==> src/hw/rtl/lpht_pkg.sv <==
// Shared constants, codes and helper functions for the linear-probing hash table.
// Used by lpht_hash and linear_probe_hash_table_core; no dependencies.
package lpht_pkg;

  localparam int SLOTS     = 1024;
  localparam int SLOT_W    = $clog2(SLOTS);
  localparam int CNT_W     = SLOT_W + 1;
  localparam int KEY_BYTES = 8;
  localparam int KEY_W     = 8 * KEY_BYTES;
  localparam int VAL_W     = 32;
  localparam int ENT_W     = KEY_W + VAL_W;
  localparam int ACT_W     = 3;
  localparam int IN_W      = 104;
  localparam int OUT_W     = 120;
  localparam int HASH_W    = 64;
  localparam int HCNT_W    = $clog2(HASH_W);

  localparam logic [CNT_W-1:0] CAP_RESET = CNT_W'(SLOTS);
  localparam logic [7:0] FOLD_DELTA = 8'd32;
  localparam logic [7:0] UPPER_A    = 8'h41;
  localparam logic [7:0] UPPER_Z    = 8'h5A;

  typedef enum logic [ACT_W-1:0] {
    ACT_INSERT = 3'd0,
    ACT_SEARCH = 3'd1,
    ACT_ERASE  = 3'd2,
    ACT_FIRST  = 3'd3,
    ACT_NEXT   = 3'd4
  } act_t;

  typedef enum logic [1:0] {
    MARK_EMPTY   = 2'd0,
    MARK_LIVE    = 2'd1,
    MARK_DELETED = 2'd2
  } mark_t;

  typedef enum logic [1:0] {
    STAT_OK   = 2'd0,
    STAT_DUP  = 2'd1,
    STAT_FULL = 2'd2,
    STAT_MISS = 2'd3
  } stat_t;

  typedef enum logic [2:0] {
    ST_CLEAR,
    ST_IDLE,
    ST_HASH,
    ST_ADDR,
    ST_EVAL,
    ST_WRITE,
    ST_DONE
  } state_t;

  typedef enum logic [1:0] {
    HS_IDLE,
    HS_HASH,
    HS_DIV,
    HS_DONE
  } hash_state_t;

  // Map upper-case ASCII to lower case, keep everything else
  function automatic logic [7:0] fold_byte(input logic [7:0] b);
    fold_byte = (b >= UPPER_A && b <= UPPER_Z) ? b + FOLD_DELTA : b;
  endfunction

  // Zero every byte from the first zero byte on
  function automatic logic [KEY_W-1:0] clean_key(input logic [KEY_W-1:0] raw);
    logic alive;
    logic [KEY_W-1:0] k;
    alive = 1'b1;
    k = '0;
    for (int i = 0; i < KEY_BYTES; i++) begin
      if (raw[8*i +: 8] == 8'd0) alive = 1'b0;
      if (alive) k[8*i +: 8] = raw[8*i +: 8];
    end
    clean_key = k;
  endfunction

endpackage

==> src/hw/rtl/lpht_hash.sv <==
// Home slot unit: byte-serial multiply-by-33 hash, then a bit-serial remainder by capacity.
// Depends on lpht_pkg.
module lpht_hash (
  input  logic                         clk,
  input  logic                         rst,
  input  logic                         start,
  input  logic [lpht_pkg::KEY_W-1:0]   key_in,
  input  logic [lpht_pkg::CNT_W-1:0]   cap_in,
  output logic                         done,
  output logic [lpht_pkg::SLOT_W-1:0]  home
);
  import lpht_pkg::*;

  hash_state_t state, state_next;
  logic [HCNT_W-1:0] cnt;
  logic [KEY_W-1:0]  key_sh;
  logic [HASH_W-1:0] h;
  logic [CNT_W-1:0]  cap;
  logic [7:0]        cur_byte;
  logic              last_byte;
  logic [CNT_W-1:0]  rem_w;

  assign cur_byte  = key_sh[7:0];
  assign last_byte = (cur_byte == 8'd0) || (cnt == HCNT_W'(KEY_BYTES - 1));
  assign rem_w     = {home, h[HASH_W-1]};

  // Next phase
  always_comb begin
    state_next = state;
    case (state)
      HS_IDLE: if (start) state_next = HS_HASH;
      HS_HASH: if (last_byte) state_next = HS_DIV;
      HS_DIV:  if (cnt == HCNT_W'(HASH_W - 1)) state_next = HS_DONE;
      HS_DONE: state_next = HS_IDLE;
      default: state_next = HS_IDLE;
    endcase
  end

  // Outputs
  always_comb begin
    done = (state == HS_DONE);
  end

  // Hash accumulate, then shift the hash out MSB first into the remainder
  always_ff @(posedge clk) begin
    if (rst) begin
      state <= HS_IDLE;
    end else begin
      state <= state_next;
    end
    case (state)
      HS_IDLE: begin
        cnt    <= '0;
        key_sh <= key_in;
        cap    <= cap_in;
        h      <= '0;
        home   <= '0;
      end
      HS_HASH: begin
        if (cur_byte != 8'd0) h <= (h << 5) + h + HASH_W'(fold_byte(cur_byte));
        key_sh <= key_sh >> 8;
        cnt    <= last_byte ? '0 : cnt + 1'b1;
      end
      HS_DIV: begin
        home <= (rem_w >= cap) ? SLOT_W'(rem_w - cap) : SLOT_W'(rem_w);
        h    <= h << 1;
        cnt  <= cnt + 1'b1;
      end
      default: ;
    endcase
  end

endmodule

==> config.mk <==
export PLATFORM = sky130hd
export DESIGN_NAME = lpht_hash
export DESIGN_NICKNAME = d
export VERILOG_FILES = /design/src/hw/rtl/lpht_pkg.sv /design/src/hw/rtl/lpht_hash.sv
export SDC_FILE = /design/constraint.sdc
export NUM_CORES = 1
export LEC_CHECK = 0
export BUFFER_PORTS_ARGS = -buffer_cell sky130_fd_sc_hd__buf_2
export CAP_MARGIN = 10
export CELL_PAD_IN_SITES_DETAIL_PLACEMENT = 1
export CELL_PAD_IN_SITES_GLOBAL_PLACEMENT = 1
export CORE_UTILIZATION = 30
export DETAILED_ROUTE_END_ITERATION = 12
export GPL_ROUTABILITY_DRIVEN = 0
export HOLD_SLACK_MARGIN = 0.05
export PLACE_DENSITY_LB_ADDON = 0.08
export SYNTH_ARGS = -nofsm -noshare
export SYNTH_HDL_FRONTEND = slang
export SYNTH_SLANG_ARGS = --single-unit
==> constraint.sdc <==
create_clock -name clk -period 4.7 [get_ports clk]
set_input_delay 0.94 -clock clk [delete_from_list [all_inputs] [get_ports clk]]
set_output_delay 0.94 -clock clk [all_outputs]
set_load 0.005 [all_outputs]
### Word-level counts from Yosys, hierarchy flattened

Index checks and enable logic that the tools add are counted.

| word-level totals | value |
|---|---|
| register bits after elaboration | 157 |
| input bits | 78 |
| output and inout port bits | 11 |
| word-level logic and storage cells | 45 |

| cells by class | value |
|---|---|
| $add $sub $neg | 5 |
| magnitude comparators | 3 |
| equal/unequal tests | 9 |
| muxes and demuxes | 12 |
| reductions and logical operators | 10 |

Operators with widths:

| kind | number |
|---|---|
| $pmux W64 S3 | 1 |
| $pmux W64 S2 | 1 |
| $add A64 B64 Y64 | 1 |
| $add A64 B8 Y64 | 1 |
| $mux W64 | 1 |
| $pmux W10 S2 | 1 |
| $pmux W6 S3 | 1 |
| $ge A11 B11 Y1 | 1 |
| $mux W10 | 1 |
| $sub A10 B10 Y10 | 1 |
| $add A8 B6 Y8 const B | 1 |
| $ge A8 B7 Y1 const B | 1 |
| $le A8 B7 Y1 const B | 1 |
| $logic_not A8 Y1 | 1 |
| $mux W8 | 1 |
| $ne A2 B2 Y1 const B | 4 |
| $pmux W2 S4 | 1 |
| $reduce_bool A8 Y1 | 1 |
| $add A6 B1 Y6 const B | 1 |
| $eq A6 B3 Y1 const B | 1 |
| $eq A6 B6 Y1 const B | 1 |
| $mux W2 | 3 |
| $mux W6 | 1 |
| $eq A2 B2 Y1 const B | 2 |
| other kinds (8) | 9 |

### Longest topological paths before layout

Gate-level depths: netlist (run 1).

| depth | value |
|---|---|
| word-level depth | 6 |
| mapped depth | 19 |
| gate-level depth less buffers | 19 |

### Least setup slack after synthesis (run 1)

No wires, ideal clock.

| timing path | value |
|---|---|
| path type | register to register |
| start point | reg state[1] |
| end point | reg h[0] (enable) |
| library setup time | 0.507 ns |
| arrival time | 4.273 ns |
| slack | -0.080 ns |
| stages on the path, launching flop included | 7 |
| clock period less this slack | 4.780 ns |
| path through | dfxtp_1 > inv_1 > ha_1 > clkbuf_1 > clkbuf_1 > clkbuf_1 > a21oi_1 |

| between the ends | value |
|---|---|
| longest elaborated chain between the ends | 3 |

RTL lines:

| item | line | RTL |
|---|---|---|
| from (decl) | lpht_hash.sv:14 | `hash_state_t state, state_next;` |
| from (signal assigned) | lpht_hash.sv:49 | `state <= state_next;` |
| $eq A2 B1 Y1, or another cell as far along | lpht_hash.sv:51 | `case (state)` |
| $ne A2 B2 Y1 (no line) / $reduce_bool A3 Y1 (equally long branches) | n/a |  |
| $reduce_and A2 Y1 (no line) (*) | n/a |  |
| to (signal assigned) | lpht_hash.sv:60 | `if (cur_byte != 8'd0) h <= (h << 5) + h + HASH_W'(fold_byte(cur_byte));` |
| to (signal assigned) | lpht_hash.sv:66 | `h <= h << 1;` |
| to (decl) | lpht_hash.sv:17 | `logic [HASH_W-1:0] h;` |

Every way passes the cells marked *; elsewhere a longest branch is shown, timed or not.
A chain may end at the register's enable or synchronous reset.

### Worst setup path in the final report (run 1)

| timing path | value |
|---|---|
| start point | reg key_sh[2] |
| end point | reg h[61], data pin |

| between the ends | value |
|---|---|
| longest elaborated chain between the ends | 6 |

RTL lines:

| item | line | RTL |
|---|---|---|
| from (decl) | lpht_hash.sv:16 | `logic [KEY_W-1:0] key_sh;` |
| from (signal assigned) | lpht_hash.sv:54 | `key_sh <= key_in;` |
| from (signal assigned) | lpht_hash.sv:61 | `key_sh <= key_sh >> 8;` |
| $ge A8 B7 Y1 / $le A8 B7 Y1 (equally long branches) | lpht_pkg.sv:63 | `fold_byte = (b >= UPPER_A && b <= UPPER_Z) ? b + FOLD_DELTA : b;` |
| $logic_and A1 B1 Y1 | lpht_pkg.sv:63 |  |
| $mux W8 (*) | lpht_pkg.sv:63 |  |
| $add A64 B8 Y64 (*) | lpht_hash.sv:60 |  |
| $mux W64 (*) | lpht_hash.sv:60 |  |
| $pmux W64 S3 (*) | lpht_hash.sv:51 |  |

Every way passes the cells marked *; elsewhere a longest branch is shown, timed or not. The select of a mux whose other input is x is not followed.

==> results.txt, run 1 <==
Syn Nets -> 1307
EDFF count, synth -> 155
status -> complete, no violations
pwr dens -> 544 mW/mm²
Max clock buf depth -> 2
# setup viols final -> 0
cell taking the most area after synthesis -> edfxtp_1
most common cell after layout, fill and taps aside -> edfxtp_1
worst vdd rail ir drop -> 0.000284 V
CTS root buf -> clkbuf_16
simple logic cell fraction of the synthesized area -> 0.111
CTS tree -> done
area delta synth->final -> 15.2%
synthesized flop and latch total -> 157
wire length per cell -> 18.0 µm
post-synth top area share -> 0.412
Starting Density -> 0.306
Via density -> 4.96
post-synthesis mux area share -> 0.0647
Routed WL -> 30200 µm
XOR/XNOR Fraction of Synth Area -> 0.0527
GRT Total Usage -> 0.164
first drt pass iteration count -> 4
GRT overflow -> 0
Tmin final -> 4.36 ns
maximum fanout along the worst path -> 5
share of layout cells above drive strength 1 -> 0.188
row cnt -> 70
leakage power -> 0.00564 µW
count of cell types in the netlist -> 62
die width -> 196 µm
post-synthesis adder-cell area fraction -> 0.164
ANT nets after route -> 0
nets@finish -> 1387
io pins -> 89
Top FF cell, synth -> edfxtp_1
mean area per synthesized cell -> 10.4 µm²
Mapped Area -> 0.0113 mm²
initial antenna violation count -> 3
TritonCTS buffer count -> 17
cts hold-fix bufs -> 0
DIE AREA -> 0.0384 mm²
wire length of the first global-routing pass -> 49300 µm
Final Hold Viols -> 0
Hold Crit Class -> reg -> reg
largest family of logic cells by synthesized area -> compound AO/OA/AOI/OAI gates
actual transition at the worst max-transition pin -> 1.10 ns
setup total negative slack -> 0 ns
fmax -> 0.230 GHz
RSZ-0062 raised after global routing -> false
# Max-Cap Violations -> 0
Hold Slack -> 0.549 ns
Ys Warns -> 0
hpwl dp -> 22600 µm
Final Skew -> 0.0197 ns
PortBufs -> 88
post-layout util -> 0.353
Core Region -> 0.0369 mm²
die height -> 196 µm
Seq/Total Area, Yosys -> 0.416
synth top area cells -> edfxtp_1 (41%), ha_1 (16%), mux2_2 (5.6%), o21ai_0 (3.9%), nand2_1 (3.8%)
commonest non-fill, non-tap cells in the layout -> edfxtp_1 (155), ha_1 (138), nand2_1 (114), o21ai_0 (89), buf_2 (88)
largest net degree at the start of global routing -> 71
asr flop ratio synth -> 0
CTS sink cnt -> 157
ANT cells -> 0
Worst-Skew Late Latency -> 0.46 ns
CTS H-tree depth -> 4
CP required -> 4.87 ns
crit start category -> flop
Worst EP arrival -> 4.53 ns
Relative slew margins -> 0.265
initial DRC count -> 277
Slew Limit Fails -> 0
number of remaining DRC errors -> 0
period utilization -> 0.927
kind of critical path -> reg -> reg
cells after synthesis -> 1084
post-synthesis compound-gate area fraction -> 0.165
crit end category -> flop
Worst-path clk slew -> 0.08 ns
number of global-route vias before repair -> 8822
via count -> 8344
-- path summary, 6_finish.rpt --
path,depth (start not counted),slack (ns),startpoint,end
setup / recovery,18,0.34,key_sh[2],h[61]
hold / removal,1,0.55,key_sh[53],key_sh[45]
setup reg to reg,18,0.34,key_sh[2],h[61]
hold reg to reg,1,0.55,key_sh[53],key_sh[45]
-- registers in the layout (all words and copies together) (netlist names) --
register,flops
h,64
key_sh,64
cap,11
home,10
cnt,6
state,2
-- cells in the mapped netlist (13+ instances only) --
| cell type | count |
|---|---|
| mux2_2 | 56 |
| o21ai_0 | 89 |
| nand4_1 | 16 |
| a21o_1 | 34 |
| nor2b_1 | 21 |
| nand2_1 | 115 |
| o21ai_1 | 13 |
| ha_1 | 140 |
| o21bai_1 | 15 |
| clkbuf_1 | 37 |
| a21oi_1 | 85 |
| nand3_1 | 20 |
| edfxtp_1 | 155 |
| xnor2_1 | 37 |
| xor2_1 | 31 |
| inv_1 | 43 |
| nor2_1 | 45 |
-- where the power goes --
| part | switching (µW) | leakage (µW) | internal [µW] |
|---|---|---|---|
| logic | 1780 | 0.00361 | 1220 |
| registers | 342 | 0.00174 | 2310 |
| clock network | 706 | 0.000287 | 714 |
-- timing repair --
action | 4_1_cts | 5_1_grt
endpoints found under the setup margin | 0 | 20
buffers inserted | 0 | 6
endpoints found under the hold margin | 0 | 0
resized for setup | 0 | 10
-- metal layers --
layer | track usage | share of wire
met4 | 0.0428 | 0.010
met1 | 0.226 | 0.51
met5 | 0 | 0.0011
met2 | 0.265 | 0.46
met3 | 0.0291 | 0.025
-- worst max-delay path, cell delays in order (launching register included) --
cell and delay, ns:
edfxtp_1 0.43, nor4_2 0.29, nand2_1 0.10, o21ai_0 0.13, nor4b_2 0.10, a21o_1 0.20
fa_1 0.54, ha_4 0.24, and3_1 0.21, and3_1 0.18, o21a_4 0.13, o311ai_2 0.25
a2111o_1 0.27, a21oi_4 0.09, o31ai_4 0.32, o21ai_4 0.11, a311oi_2 0.24, xor2_1 0.17
o21ai_1 0.07
-- layout make-up --
class / count / area, µm²
Fill cell: 4134 / 23900
Inverter: 43 / 161
Multi-Input combinational cell: 844 / 6390
Sequential cell: 157 / 4690
Clock inverter: 15 / 175
Tap cell: 504 / 631
Clock buffer: 17 / 425
Timing Repair Buffer: 101 / 538
-- kinds of logic after synthesis --
logic type,after synthesis
adders and majority gates,145
and+or+nand+nor,267
xor gates and xnor gates,68
AOI/OAI and AO/OA,298
DFF,157
buffers and inverters,83
muxes,66
-- through the flow --
step / cells / total power (µW) / worst slack [ns] / instance area [µm²]
global route: 1681 / 7630 / 0.0399 / 13000
finish: 1681 / 7070 / 0.343 / 13000
global placement: 1643 / 5660 / 0.266 / 12300
detailed placement: 1643 / 5670 / 0.103 / 12300
CTS: 1675 / 7140 / 0.0611 / 12900
floorplan: 1084 / 4740 / 0.687 / 11300
Note: power is estimated with default switching activity, not from simulation.
==> run 2: changes to the inputs <==
PLACE_DENSITY = 0.67   (was unset)
PLACE_DENSITY_LB_ADDON = unset   (was 0.08)
==> results.txt, run 2 (synthesis results as in run 1) <==
status -> complete, no violations
io pins -> 89
area delta synth->final -> 14.3%
Crit path largest cell delay -> 0.45 ns
Worst setup startpoint -> key_sh[2]
fmax -> 0.225 GHz
Top Registers -> h: 64 flops, key_sh: 64 flops, cap: 11 flops
PortBufs -> 88
Worst-Skew Late Latency -> 0.45 ns
Crit path top cell by count -> and3_1
actual transition at the worst max-transition pin -> 1.08 ns
CTS tree -> done
GRT Total Usage -> 0.153
start of the worst register-to-register path -> key_sh[2]
Max clock buf depth -> 2
Relative slew margins -> 0.279
share of layout cells above drive strength 1 -> 0.182
wire length of the first global-routing pass -> 46600 µm
initial antenna violation count -> 3
leakage power -> 0.00560 µW
initial DRC count -> 442
first drt pass iteration count -> 6
Routed WL -> 28300 µm
crit start category -> flop
GRT overflow -> 0
post-route cell area -> 0.0129 mm²
pwr dens -> 539 mW/mm²
Tmin final -> 4.45 ns
Core Region -> 0.0369 mm²
ANT nets after route -> 0
Starting Density -> 0.306
number of global-route vias before repair -> 8796
commonest non-fill, non-tap cells in the layout -> edfxtp_1 (155), ha_1 (139), nand2_1 (114), o21ai_0 (89), buf_2 (88)
Via density -> 5.01
Area after DPL -> 0.0123 mm²
# setup viols final -> 0
Slew Limit Fails -> 0
Worst-path clk slew -> 0.07 ns
most common cell after layout, fill and taps aside -> edfxtp_1
CTS root buf -> clkbuf_16
Hold Path End -> key_sh[21]
via count -> 8386
HP Start -> key_sh[29]
CTS H-tree depth -> 4
slowest stage cell, crit path -> edfxtp_1
maximum fanout along the worst path -> 5
hold path depth -> 1
CP Cell Sequence -> nor4_2, nand2_1, o21ai_0, nor4b_2, a21o_1, fa_1, ha_1, and3_1, and3_1, o21a_4, o311ai_2, a2111o_1, a21oi_4, o31ai_4, o21ai_2, a311oi_2, xor2_1, o21ai_1
CTS sink cnt -> 157
Hold Crit Class -> reg -> reg
TritonCTS buffer count -> 17
die width -> 196 µm
worst reg-to-reg setup slack -> 0.25 ns
hpwl dp -> 21600 µm
# Max-Cap Violations -> 0
Final Hold Viols -> 0
r2r endpoint -> h[61]
Reg2Reg Depth -> 18
Worst EP arrival -> 4.61 ns
post-layout total power -> 6960 µW
CP required -> 4.86 ns
die height -> 196 µm
kind of critical path -> reg -> reg
nets@finish -> 1380
period utilization -> 0.947
number of remaining DRC errors -> 0
wire length per cell -> 16.9 µm
worst vdd rail ir drop -> 0.000304 V
row cnt -> 70
DIE AREA -> 0.0384 mm²
Final Skew -> 0.0129 ns
largest net degree at the start of global routing -> 71
crit end category -> flop
-- run 2: layout make-up --
cell class / instances / area (µm²)
inverters: 43 / 161
flip-flops and latches: 157 / 4690
fillers: 4175 / 24000
clock buffers: 17 / 425
clock inverters: 15 / 146
diodes: 1 / 2.50
multi-input cells: 844 / 6370
repair buffers: 94 / 485
well taps: 504 / 631
-- run 2: worst max path at each step --
stage | to | cells past startpoint | slack, ns
2_1_floorplan | h[61] | 17 | 0.69
3_3_place_gp | h[62] | 16 | 0.22
3_5_place_dp | h[60] | 16 | 0.07
4_1_cts | h[60] | 16 | 0.03
5_1_grt | h[60] | 17 | -0.005
6_report | h[61] | 18 | 0.25
-- run 2: power by group --
| group | switching (µW) | internal (µW) | leakage [µW] |
|---|---|---|---|
| Sequential | 332 | 2310 | 0.00174 |
| Combinational | 1770 | 1180 | 0.00358 |
| Clock | 666 | 704 | 0.000280 |
-- run 2: per-layer routing --
layer / share of wire / global-route usage
met1: 0.47 / 0.196
met2: 0.47 / 0.251
met3: 0.046 / 0.0440
met4: 0.014 / 0.0399
met5: 0.0011 / 0
-- run 2: critical path: cells and delay by family, from the launching register on --
kind / cells / cell delay [ns]
AO/OA/AOI/OAI: 10 / 1.83
XOR/XNOR: 1 / 0.17
adder cells (fa/ha/maj): 2 / 0.82
flip-flops: 1 / 0.45
AND/OR/NAND/NOR: 5 / 0.89
-- run 2: what timing repair did --
action                     4_1_cts  5_1_grt
setup endpoints to repair        0       14
hold endpoints to repair         0        0
gates resized for setup          0        8
buffers inserted                 0        1
hold buffers                     0        0
-- run 2: stage by stage --
step | setup TNS (ns) | util | hold WS, ns | cells | worst slack (ns)
2_1_floorplan | 0 | - | 0.515 | 1084 | 0.687
3_3_place_gp | 0 | 0.333 | 0.527 | 1641 | 0.225
3_5_place_dp | 0 | 0.333 | 0.533 | 1641 | 0.0724
4_1_cts | 0 | 0.349 | 0.548 | 1673 | 0.0337
5_1_grt | -0.00750 | 0.350 | 0.547 | 1674 | -0.00537
6_report | 0 | 0.350 | 0.548 | 1675 | 0.249
